`config.mk`:
```
export PLATFORM = sky130hd
export DESIGN_NAME = sha256_byte_stream_hasher_core
export DESIGN_NICKNAME = d
export VERILOG_FILES = /design/src/hw/rtl/sha_pkg.sv /design/src/hw/rtl/sha256_byte_stream_hasher_core.sv /design/src/hw/rtl/sha_ctrl.sv /design/src/hw/rtl/sha_dp.sv /design/src/hw/rtl/sha_out.sv
export SDC_FILE = /design/constraint.sdc
export NUM_CORES = 2
export LEC_CHECK = 0
export ABC_AREA = 1
export BUFFER_PORTS_ARGS = -buffer_cell sky130_fd_sc_hd__buf_4
export CAP_MARGIN = 20
export CORE_MARGIN = 2
export CORE_UTILIZATION = 45
export DETAILED_ROUTE_END_ITERATION = 12
export PLACE_DENSITY = 0.66
export SLEW_MARGIN = 20
export SYNTH_ARGS = -nofsm -noshare
export SYNTH_HDL_FRONTEND = slang
export SYNTH_SLANG_ARGS = --single-unit
```
`constraint.sdc`:
```
create_clock -name clk -period 13.1 [get_ports clk]
set_input_delay 1.965 -clock clk [delete_from_list [all_inputs] [get_ports clk]]
set_output_delay 1.965 -clock clk [all_outputs]
set_load 0.01 [all_outputs]
```
`src/hw/rtl/sha_pkg.sv`:
```
// Shared types, constants and round functions for the SHA-256 byte hasher.
package sha_pkg;

    localparam int unsigned WORD_W   = 32;
    localparam int unsigned ROUNDS   = 64;
    localparam int unsigned LEN_POS  = 56;
    localparam logic [7:0]  BYTE_PAD = 8'h80;

    // Index 0 is the first chaining word (a).
    localparam logic [7:0][WORD_W-1:0] H_INIT = {
        32'h5be0cd19, 32'h1f83d9ab, 32'h9b05688c, 32'h510e527f,
        32'ha54ff53a, 32'h3c6ef372, 32'hbb67ae85, 32'h6a09e667
    };

    typedef struct packed {
        logic [7:0] data_byte;
        logic       has_byte;
        logic       end_of_message;
    } in_t;

    typedef struct packed {
        logic [63:0] digest_word;
        logic [1:0]  word_index;
        logic        last_word;
    } out_t;

    typedef enum logic [1:0] {
        SRC_DATA,
        SRC_PAD,
        SRC_ZERO,
        SRC_LEN
    } byte_src_t;

    typedef struct packed {
        logic      byte_wr;
        byte_src_t byte_src;
        logic      count_bits;
        logic      load_work;
        logic      round_en;
        logic      finish;
        logic      digest_out;
    } cmd_t;

    typedef struct packed {
        logic fill_last;
        logic fill_at_len;
        logic round_last;
        logic out_busy;
    } sts_t;

    function automatic logic [31:0] big0(input logic [31:0] x);
        return {x[1:0], x[31:2]} ^ {x[12:0], x[31:13]} ^ {x[21:0], x[31:22]};
    endfunction

    function automatic logic [31:0] big1(input logic [31:0] x);
        return {x[5:0], x[31:6]} ^ {x[10:0], x[31:11]} ^ {x[24:0], x[31:25]};
    endfunction

    function automatic logic [31:0] small0(input logic [31:0] x);
        return {x[6:0], x[31:7]} ^ {x[17:0], x[31:18]} ^ {3'b000, x[31:3]};
    endfunction

    function automatic logic [31:0] small1(input logic [31:0] x);
        return {x[16:0], x[31:17]} ^ {x[18:0], x[31:19]} ^ {10'b0, x[31:10]};
    endfunction

    function automatic logic [31:0] k_const(input logic [5:0] r);
        logic [31:0] k;
        case (r)
            6'd0:  k = 32'h428a2f98;  6'd1:  k = 32'h71374491;
            6'd2:  k = 32'hb5c0fbcf;  6'd3:  k = 32'he9b5dba5;
            6'd4:  k = 32'h3956c25b;  6'd5:  k = 32'h59f111f1;
            6'd6:  k = 32'h923f82a4;  6'd7:  k = 32'hab1c5ed5;
            6'd8:  k = 32'hd807aa98;  6'd9:  k = 32'h12835b01;
            6'd10: k = 32'h243185be;  6'd11: k = 32'h550c7dc3;
            6'd12: k = 32'h72be5d74;  6'd13: k = 32'h80deb1fe;
            6'd14: k = 32'h9bdc06a7;  6'd15: k = 32'hc19bf174;
            6'd16: k = 32'he49b69c1;  6'd17: k = 32'hefbe4786;
            6'd18: k = 32'h0fc19dc6;  6'd19: k = 32'h240ca1cc;
            6'd20: k = 32'h2de92c6f;  6'd21: k = 32'h4a7484aa;
            6'd22: k = 32'h5cb0a9dc;  6'd23: k = 32'h76f988da;
            6'd24: k = 32'h983e5152;  6'd25: k = 32'ha831c66d;
            6'd26: k = 32'hb00327c8;  6'd27: k = 32'hbf597fc7;
            6'd28: k = 32'hc6e00bf3;  6'd29: k = 32'hd5a79147;
            6'd30: k = 32'h06ca6351;  6'd31: k = 32'h14292967;
            6'd32: k = 32'h27b70a85;  6'd33: k = 32'h2e1b2138;
            6'd34: k = 32'h4d2c6dfc;  6'd35: k = 32'h53380d13;
            6'd36: k = 32'h650a7354;  6'd37: k = 32'h766a0abb;
            6'd38: k = 32'h81c2c92e;  6'd39: k = 32'h92722c85;
            6'd40: k = 32'ha2bfe8a1;  6'd41: k = 32'ha81a664b;
            6'd42: k = 32'hc24b8b70;  6'd43: k = 32'hc76c51a3;
            6'd44: k = 32'hd192e819;  6'd45: k = 32'hd6990624;
            6'd46: k = 32'hf40e3585;  6'd47: k = 32'h106aa070;
            6'd48: k = 32'h19a4c116;  6'd49: k = 32'h1e376c08;
            6'd50: k = 32'h2748774c;  6'd51: k = 32'h34b0bcb5;
            6'd52: k = 32'h391c0cb3;  6'd53: k = 32'h4ed8aa4a;
            6'd54: k = 32'h5b9cca4f;  6'd55: k = 32'h682e6ff3;
            6'd56: k = 32'h748f82ee;  6'd57: k = 32'h78a5636f;
            6'd58: k = 32'h84c87814;  6'd59: k = 32'h8cc70208;
            6'd60: k = 32'h90befffa;  6'd61: k = 32'ha4506ceb;
            6'd62: k = 32'hbef9a3f7;  6'd63: k = 32'hc67178f2;
            default: k = 32'h0;
        endcase
        return k;
    endfunction

endpackage

```
`src/hw/rtl/sha256_byte_stream_hasher_core.sv`:
```
// SHA-256 byte-stream hasher: top level joining controller, datapath and output buffer.
//
// Input channel (in_valid/in_ready/in_data): one beat per message byte. has_byte marks
// data_byte as part of the message; end_of_message closes the message (a beat may carry
// both, the byte counting first, or end alone for an empty message).
// Output channel (out_valid/out_ready/out_data): four digest beats per message, word 0
// (most significant) first, last_word set on the fourth.
// Flow: a plain byte leaves the block ready for the next beat. The byte that completes
// a 64-byte block holds in_ready low through compression (64 rounds, then the chaining
// add). End of message feeds the pad byte, zeros and 8 length bytes through the byte
// path one per cycle, pausing for compression whenever a block fills, with an idle step
// where the zeros reach the length field and a step to load the output buffer, which
// waits while the buffer is busy. A second block is needed when the length no longer fits
// after the pad byte. The first beat is offered as the buffer loads and in_ready returns.
// The digest sits in its own output buffer, so the next message is taken while the
// four beats drain. If a second digest is ready before the first has fully drained,
// the block holds in_ready low until the buffer is free.
// Reset: chaining words go to the standard initial values, fill and bit count clear,
// the output channel empties. Each digest resets the chaining words and bit count again.
module sha256_byte_stream_hasher_core (
    input  logic          clk,
    input  logic          rst_n,
    input  logic          in_valid,
    output logic          in_ready,
    input  sha_pkg::in_t  in_data,
    output logic          out_valid,
    input  logic          out_ready,
    output sha_pkg::out_t out_data
);

    sha_pkg::cmd_t cmd;
    sha_pkg::sts_t dp_status;
    sha_pkg::sts_t status;
    logic [255:0]  digest;
    logic          out_busy;

    sha_ctrl u_ctrl (
        .clk            (clk),
        .rst_n          (rst_n),
        .in_valid       (in_valid),
        .in_ready       (in_ready),
        .has_byte       (in_data.has_byte),
        .end_of_message (in_data.end_of_message),
        .status         (status),
        .cmd            (cmd)
    );

    sha_dp u_dp (
        .clk       (clk),
        .rst_n     (rst_n),
        .cmd       (cmd),
        .data_byte (in_data.data_byte),
        .status    (dp_status),
        .digest    (digest)
    );

    sha_out u_out (
        .clk       (clk),
        .rst_n     (rst_n),
        .load      (cmd.digest_out),
        .digest    (digest),
        .busy      (out_busy),
        .out_valid (out_valid),
        .out_ready (out_ready),
        .out_data  (out_data)
    );

    always_comb
    begin
        status          = dp_status;
        status.out_busy = out_busy;
    end

    // an empty beat does nothing, so the block stays ready
    assert property (@(posedge clk) disable iff (!rst_n)
        (in_valid && in_ready && !in_data.has_byte && !in_data.end_of_message)
        |=> in_ready)
        else $error("empty beat stalled the input");

    assert property (@(posedge clk) disable iff (!rst_n)
        $rose(out_valid) |-> (out_data.word_index == 2'd0))
        else $error("digest did not start at word 0");

    assert property (@(posedge clk) disable iff (!rst_n)
        (out_valid && out_ready && !out_data.last_word)
        |=> (out_valid && (out_data.word_index == $past(out_data.word_index) + 2'd1)))
        else $error("digest words out of sequence");

    assert property (@(posedge clk) disable iff (!rst_n)
        (out_valid && out_ready && out_data.last_word) |=> !out_valid)
        else $error("output buffer reloaded while draining");

endmodule

```
`src/hw/rtl/sha_ctrl.sv`:
```
// Controller: message intake, padding sequence and compression scheduling.
module sha_ctrl (
    input  logic          clk,
    input  logic          rst_n,
    input  logic          in_valid,
    output logic          in_ready,
    input  logic          has_byte,
    input  logic          end_of_message,
    input  sha_pkg::sts_t status,
    output sha_pkg::cmd_t cmd
);

    typedef enum logic [2:0] {
        S_IDLE,
        S_PAD,
        S_ZERO,
        S_LEN,
        S_COMP,
        S_FINISH,
        S_DIGEST
    } state_t;

    state_t state_reg, state_next;
    state_t ret_reg, ret_next;
    logic   ready_reg;

    always_comb
    begin
        state_next = state_reg;
        ret_next   = ret_reg;
        cmd        = '0;
        cmd.byte_src = sha_pkg::SRC_DATA;
        case (state_reg)
            S_IDLE:
            begin
                if (in_valid)
                begin
                    cmd.byte_wr    = has_byte;
                    cmd.count_bits = has_byte;
                    if (has_byte && status.fill_last)
                    begin
                        cmd.load_work = 1'b1;
                        ret_next      = end_of_message ? S_PAD : S_IDLE;
                        state_next    = S_COMP;
                    end
                    else if (end_of_message)
                    begin
                        state_next = S_PAD;
                    end
                end
            end
            S_PAD:
            begin
                cmd.byte_wr  = 1'b1;
                cmd.byte_src = sha_pkg::SRC_PAD;
                if (status.fill_last)
                begin
                    cmd.load_work = 1'b1;
                    ret_next      = S_ZERO;
                    state_next    = S_COMP;
                end
                else
                begin
                    state_next = S_ZERO;
                end
            end
            S_ZERO:
            begin
                if (status.fill_at_len)
                begin
                    state_next = S_LEN;
                end
                else
                begin
                    cmd.byte_wr  = 1'b1;
                    cmd.byte_src = sha_pkg::SRC_ZERO;
                    if (status.fill_last)
                    begin
                        cmd.load_work = 1'b1;
                        ret_next      = S_ZERO;
                        state_next    = S_COMP;
                    end
                end
            end
            S_LEN:
            begin
                cmd.byte_wr  = 1'b1;
                cmd.byte_src = sha_pkg::SRC_LEN;
                if (status.fill_last)
                begin
                    cmd.load_work = 1'b1;
                    ret_next      = S_DIGEST;
                    state_next    = S_COMP;
                end
            end
            S_COMP:
            begin
                cmd.round_en = 1'b1;
                if (status.round_last)
                begin
                    state_next = S_FINISH;
                end
            end
            S_FINISH:
            begin
                cmd.finish = 1'b1;
                state_next = ret_reg;
            end
            S_DIGEST:
            begin
                // wait until the previous digest has drained
                if (!status.out_busy)
                begin
                    cmd.digest_out = 1'b1;
                    state_next     = S_IDLE;
                end
            end
            default:
            begin
                state_next = S_IDLE;
            end
        endcase
    end

    always_ff @(posedge clk or negedge rst_n)
    begin
        if (!rst_n)
        begin
            state_reg <= S_IDLE;
            ret_reg   <= S_IDLE;
            ready_reg <= 1'b1;
        end
        else
        begin
            state_reg <= state_next;
            ret_reg   <= ret_next;
            ready_reg <= (state_next == S_IDLE);
        end
    end

    assign in_ready = ready_reg;

endmodule

```
`src/hw/rtl/sha_dp.sv`:
```
// Datapath: byte buffer and message schedule window, bit count, chaining and round logic.
module sha_dp (
    input  logic          clk,
    input  logic          rst_n,
    input  sha_pkg::cmd_t cmd,
    input  logic [7:0]    data_byte,
    output sha_pkg::sts_t status,
    output logic [255:0]  digest
);

    // Bytes shift in at the bottom; after 64 bytes word 0 sits at the top.
    // The same register then serves as the 16-word schedule window.
    logic [15:0][31:0] buf_reg, buf_next;
    logic [5:0]        fill_reg, fill_next;
    logic [63:0]       bits_reg, bits_next;
    logic [7:0][31:0]  h_reg, h_next;
    logic [7:0][31:0]  work_reg, work_next;
    logic [5:0]        round_reg, round_next;

    logic [7:0]  byte_in;
    logic [63:0] len_shift;
    logic [31:0] w0, new_w, t1, t2, ch, maj;

    assign len_shift = bits_reg << {fill_reg[2:0], 3'b000};

    always_comb
    begin
        case (cmd.byte_src)
            sha_pkg::SRC_DATA: byte_in = data_byte;
            sha_pkg::SRC_PAD:  byte_in = sha_pkg::BYTE_PAD;
            sha_pkg::SRC_ZERO: byte_in = 8'h00;
            sha_pkg::SRC_LEN:  byte_in = len_shift[63:56];
            default:           byte_in = 8'h00;
        endcase
    end

    assign w0    = buf_reg[15];
    assign new_w = sha_pkg::small1(buf_reg[1]) + buf_reg[6]
                 + sha_pkg::small0(buf_reg[14]) + w0;
    assign ch    = (work_reg[4] & work_reg[5]) ^ (~work_reg[4] & work_reg[6]);
    assign maj   = (work_reg[0] & work_reg[1]) ^ (work_reg[0] & work_reg[2])
                 ^ (work_reg[1] & work_reg[2]);
    assign t1    = work_reg[7] + sha_pkg::big1(work_reg[4]) + ch
                 + sha_pkg::k_const(round_reg) + w0;
    assign t2    = sha_pkg::big0(work_reg[0]) + maj;

    always_comb
    begin
        buf_next   = buf_reg;
        fill_next  = fill_reg;
        bits_next  = bits_reg;
        h_next     = h_reg;
        work_next  = work_reg;
        round_next = round_reg;
        if (cmd.byte_wr)
        begin
            buf_next  = {buf_reg[15][23:0], buf_reg[14:0], byte_in};
            fill_next = fill_reg + 6'd1;
        end
        if (cmd.count_bits)
        begin
            bits_next = bits_reg + 64'd8;
        end
        if (cmd.load_work)
        begin
            work_next  = h_reg;
            round_next = '0;
        end
        if (cmd.round_en)
        begin
            buf_next     = {buf_reg[14:0], new_w};
            work_next[0] = t1 + t2;
            work_next[1] = work_reg[0];
            work_next[2] = work_reg[1];
            work_next[3] = work_reg[2];
            work_next[4] = work_reg[3] + t1;
            work_next[5] = work_reg[4];
            work_next[6] = work_reg[5];
            work_next[7] = work_reg[6];
            round_next   = round_reg + 6'd1;
        end
        if (cmd.finish)
        begin
            for (int i = 0; i < 8; i++)
            begin
                h_next[i] = h_reg[i] + work_reg[i];
            end
        end
        if (cmd.digest_out)
        begin
            h_next    = sha_pkg::H_INIT;
            bits_next = '0;
        end
    end

    always_ff @(posedge clk or negedge rst_n)
    begin
        if (!rst_n)
        begin
            fill_reg  <= '0;
            bits_reg  <= '0;
            h_reg     <= sha_pkg::H_INIT;
            round_reg <= '0;
        end
        else
        begin
            fill_reg  <= fill_next;
            bits_reg  <= bits_next;
            h_reg     <= h_next;
            round_reg <= round_next;
        end
    end

    always_ff @(posedge clk)
    begin
        buf_reg  <= buf_next;
        work_reg <= work_next;
    end

    assign status.fill_last   = (fill_reg == 6'd63);
    assign status.fill_at_len = (fill_reg == 6'(sha_pkg::LEN_POS));
    assign status.round_last  = (round_reg == 6'(sha_pkg::ROUNDS - 1));
    assign status.out_busy    = 1'b0;

    assign digest = {h_reg[0], h_reg[1], h_reg[2], h_reg[3],
                     h_reg[4], h_reg[5], h_reg[6], h_reg[7]};

endmodule

```
`src/hw/rtl/sha_out.sv`:
```
// Output buffer: holds one digest and hands it out as four 64-bit beats.
module sha_out (
    input  logic          clk,
    input  logic          rst_n,
    input  logic          load,
    input  logic [255:0]  digest,
    output logic          busy,
    output logic          out_valid,
    input  logic          out_ready,
    output sha_pkg::out_t out_data
);

    logic [3:0][63:0] dig_reg;
    logic [1:0]       idx_reg, idx_next;
    logic             busy_reg, busy_next;

    always_comb
    begin
        idx_next  = idx_reg;
        busy_next = busy_reg;
        if (load)
        begin
            idx_next  = '0;
            busy_next = 1'b1;
        end
        else if (busy_reg && out_ready)
        begin
            idx_next = idx_reg + 2'd1;
            if (idx_reg == 2'd3)
            begin
                busy_next = 1'b0;
            end
        end
    end

    always_ff @(posedge clk or negedge rst_n)
    begin
        if (!rst_n)
        begin
            idx_reg  <= '0;
            busy_reg <= 1'b0;
        end
        else
        begin
            idx_reg  <= idx_next;
            busy_reg <= busy_next;
        end
    end

    // word 0 (most significant) lands in index 3 of the packed load, so flip
    always_ff @(posedge clk)
    begin
        if (load)
        begin
            dig_reg <= {digest[63:0], digest[127:64], digest[191:128], digest[255:192]};
        end
    end

    assign busy                 = busy_reg;
    assign out_valid            = busy_reg;
    assign out_data.digest_word = dig_reg[idx_reg];
    assign out_data.word_index  = idx_reg;
    assign out_data.last_word   = (idx_reg == 2'd3);

endmodule

```
==> results.md <==
* Routed vias/inst at 5.82
* Fill count at 19500
* Initial antenna violation count at 19
* Cts hold-fix bufs at 0
* Origin of the critical flop-to-flop path: u_dp.round_reg[2]$_DFFE_PN0P_
* CP Launch Type: flop
* FFs w/ async S/R, synth at 0.249
* Maxcap violations at 0
* Router iterations before antenna repair at 9
* Gp weighted congestion at 1.05
* Routed WL per cell at 27.4 um
* Cell taking the most area after synthesis: edfxtp_1
* Initial Util at 0.451
* Non-Filler Instances at 13800
* Slowest stage cell on the critical path: nor2_1
* Max Fanout on Critical Path at 23
* R2r endpoint: u_dp.work_reg[20]$_DFFE_PP_
* Setup TNS Final at 0 ps
* Vias in the first global route at 76300
* Hold EP: u_out.dig_reg[3]$_DFFE_PP_
* Met2 global-route usage at 0.579
* R2R cell count at 30
* Unique masters post-synth at 66
* Multi-input combinational cell area at 0.0441 mm2
* Pre-CTS setup slack at 4020 ps
* Routed Wire Length at 378 mm
* Hold depth at 0
* Core area at 0.199 mm2
* Post-Synthesis Cells at 11100
* Max reg flops at 480
* Synth top area share at 0.342
* Top_reg_cell synth: edfxtp_1
* # IOs at 83
* Die Ht at 451 um
* Routed Antenna Nets at 0
* R2R setup slack at 3840 ps
* Slew Limit Fails at 0
* Syn nets at 11700
* Setup Skew at 51.8 ps
* Post-place instance area at 0.0928 mm2
* Crit path required time at 13630 ps
* Area Growth Syn to Fin at 8.91%
* Max Clk Rate at 108 MHz
* Met3 Use GR at 0.0674
* Slew headroom at 0.232
* Worst hold path class: flop to flop
* Post-CTS sizing at 0
* Final Setup Violations at 0
* Hold Violations, Final at 0
* Worst endpoint data arrival time at 9780 ps
* YS warnings at 0
* Number of CTS-inserted buffers at 158
* Port Buffers at 82
* Crit Path Category: flop to flop
* Nets at 11600
* Placed Cells at 13500
* CTS tree: built
* Syn avg cell area at 8.08 um2
* Initial DRC count at 9925
* Clock sinks at 1363
* Clock period minus worst slack at 9260 ps
* Slew of the pin with the lowest slew margin at 1150 ps
* Global Route Usage Sum at 0.364
* Period utilization at 0.707
* H-Tree Depth at 4
* Clock slew at reported path FFs at 60 ps
* Drt drc at 0
* Row cnt at 164
* Worst path max stage delay at 900 ps
* Seq cells post-synth at 1363
* Via Count at 80300
* Post-synth EDFFs at 1024
* Max clock buf depth at 3
* Busiest grt layer: met2
* Worst skew pair latency at 830 ps
* Die area at 0.203 mm2
* PnR worst setup slack at 3840 ps
* Design area at 0.0978 mm2
* Cell Area, Synth at 0.0898 mm2
* Share of layout cells above drive strength 1 at 0.0523
* Grt total ovfl at 0
* Register Area at 0.0394 mm2
* Min-delay src: u_dp.digest[195]$_DFFE_PN0P_
* Outcome: finished, final reports clean
* First-pass GRT wire length at 539 mm
* Area contributors post-synth: edfxtp_1 34%, nand2_1 14%, dfrtp_1 5.6%, ha_1 5.5%, inv_1 5.1%
* Setup crit end kind: flop
* RSZ-0062 raised after global routing: no
* Post-CTS setup buffers at 0
* Root Driver: clkbuf_16
* Met1 GRT Util at 0.476
* Sequential-to-total area share from yosys stat at 0.439
* Largest net degree at the start of global routing at 260
* Chip width at 451 um
* Dpl hpwl at 295 mm
[metal layers]
metal  routed length, um  share of wire  vias to the layer above
met5                  87        0.00023                        -
met1              150000           0.40                    38900
met4               23100          0.061                       12
met2              171000           0.45                     3903
met3               34400          0.091                      843
li1                    -              -                    36700
[per-stage QoR]
stage | utilization | hold slack [ps]
final | 0.492 | 490
after global routing | 0.492 | 493
after CTS | 0.492 | 491
after detailed placement | 0.466 | 477
after global placement | 0.466 | 463
after floorplan | - | 442
[cell usage after synthesis (12+ instances only)]
cell type  count
nand2_1     3407
inv_1       1232
edfxtp_1    1024
o21ai_0      885
nor2_1       855
a21oi_1      623
nand3_1      445
ha_1         396
clkbuf_1     335
xor2_1       219
dfrtp_1      202
fa_1         195
o22ai_1      182
dfstp_2      137
xnor2_1      137
nand4_1      126
nor3_1       115
o21bai_1      65
a21o_1        59
buf_2         50
o211ai_1      43
a31oi_1       40
a21boi_0      38
buf_1         37
o21a_1        35
nand3b_1      27
o31ai_1       25
maj3_1        16
nor4_1        15
and3_1        13
inv_2         12
[critical path: cells and delay by family, from the launching register on]
kind | cells | cell delay (ps)
xor+xnor | 1 | 600
buf+inv | 5 | 900
fa+ha+maj | 6 | 2800
flops | 1 | 350
compound gates | 8 | 1950
simple gates | 10 | 2360
[layout make-up]
| class | count | share of cell area |
|---|---|---|
| multi-input cells | 8086 | 0.451 |
| clock inverters | 82 | 0.00747 |
| inverters | 1247 | 0.0480 |
| clock buffers | 205 | 0.0439 |
| well taps | 2656 | 0.0340 |
| repair buffers | 153 | 0.0127 |
| flip-flops and latches | 1363 | 0.403 |
| diodes | 6 | 0.000153 |
[logic make-up after synthesis]
logic type | count (synthesis) | share of synthesized area
and+or+nand+nor | 5054 | 0.226
AOI/OAI and AO/OA | 2055 | 0.127
buffers and inverters | 1674 | 0.0708
DFF | 1363 | 0.439
adders and majority gates | 607 | 0.100
xor gates and xnor gates | 356 | 0.0347
muxes | 14 | 0.00171
[worst max path at each step]
| stage | startpoint | end | slack (ps) |
|---|---|---|---|
| 6_report | u_dp.round_reg[2]$_DFFE_PN0P_ | u_dp.work_reg[20]$_DFFE_PP_ | 3840 |
| 5_1_grt | u_dp.round_reg[1]$_DFFE_PN0P_ | u_dp.work_reg[30]$_DFFE_PP_ | 3520 |
| 4_1_cts | u_dp.round_reg[2]$_DFFE_PN0P_ | u_dp.work_reg[20]$_DFFE_PP_ | 3970 |
| 3_5_place_dp | u_dp.round_reg[2]$_DFFE_PN0P_ | u_dp.work_reg[20]$_DFFE_PP_ | 4020 |
| 3_3_place_gp | u_dp.round_reg[2]$_DFFE_PN0P_ | u_dp.work_reg[31]$_DFFE_PP_ | 3820 |
| 2_1_floorplan | in_data[1] | u_dp.buf_reg[0]$_DFFE_PP_ | 4060 |
[layout by cell type (no fill, tap or decap), types with 10 or more instances in the layout]
master	netlist	final
nand2_1	3407	3406
o22ai_1	182	182
maj3_1	16	16
a31oi_1	40	40
and3_1	13	13
nor3_1	115	115
nor4_1	15	15
nand3b_1	27	27
clkbuf_8	0	10
edfxtp_1	1024	1024
a21boi_0	38	38
xnor2_1	137	137
dfrtp_1	202	200
o21bai_1	65	65
o221ai_1	11	11
xor2_1	219	219
nand3_1	445	445
inv_2	12	11
clkinv_1	3	33
o31ai_1	25	25
a21oi_1	623	623
inv_1	1232	1229
o21a_1	35	35
clkbuf_16	0	161
o21ai_0	885	882
clkinvlp_4	0	10
o211ai_1	43	43
nor2_1	855	853
mux2_2	11	11
dfstp_2	137	137
a21o_1	59	59
buf_4	5	145
or2_2	11	11
ha_1	396	396
fa_1	195	195
clkinv_2	0	22
nand4_1	126	126
clkbuf_1	335	34
Power is not shown: default switching activity piles up to over one toggle a cycle in this logic, so the estimate is an artifact.
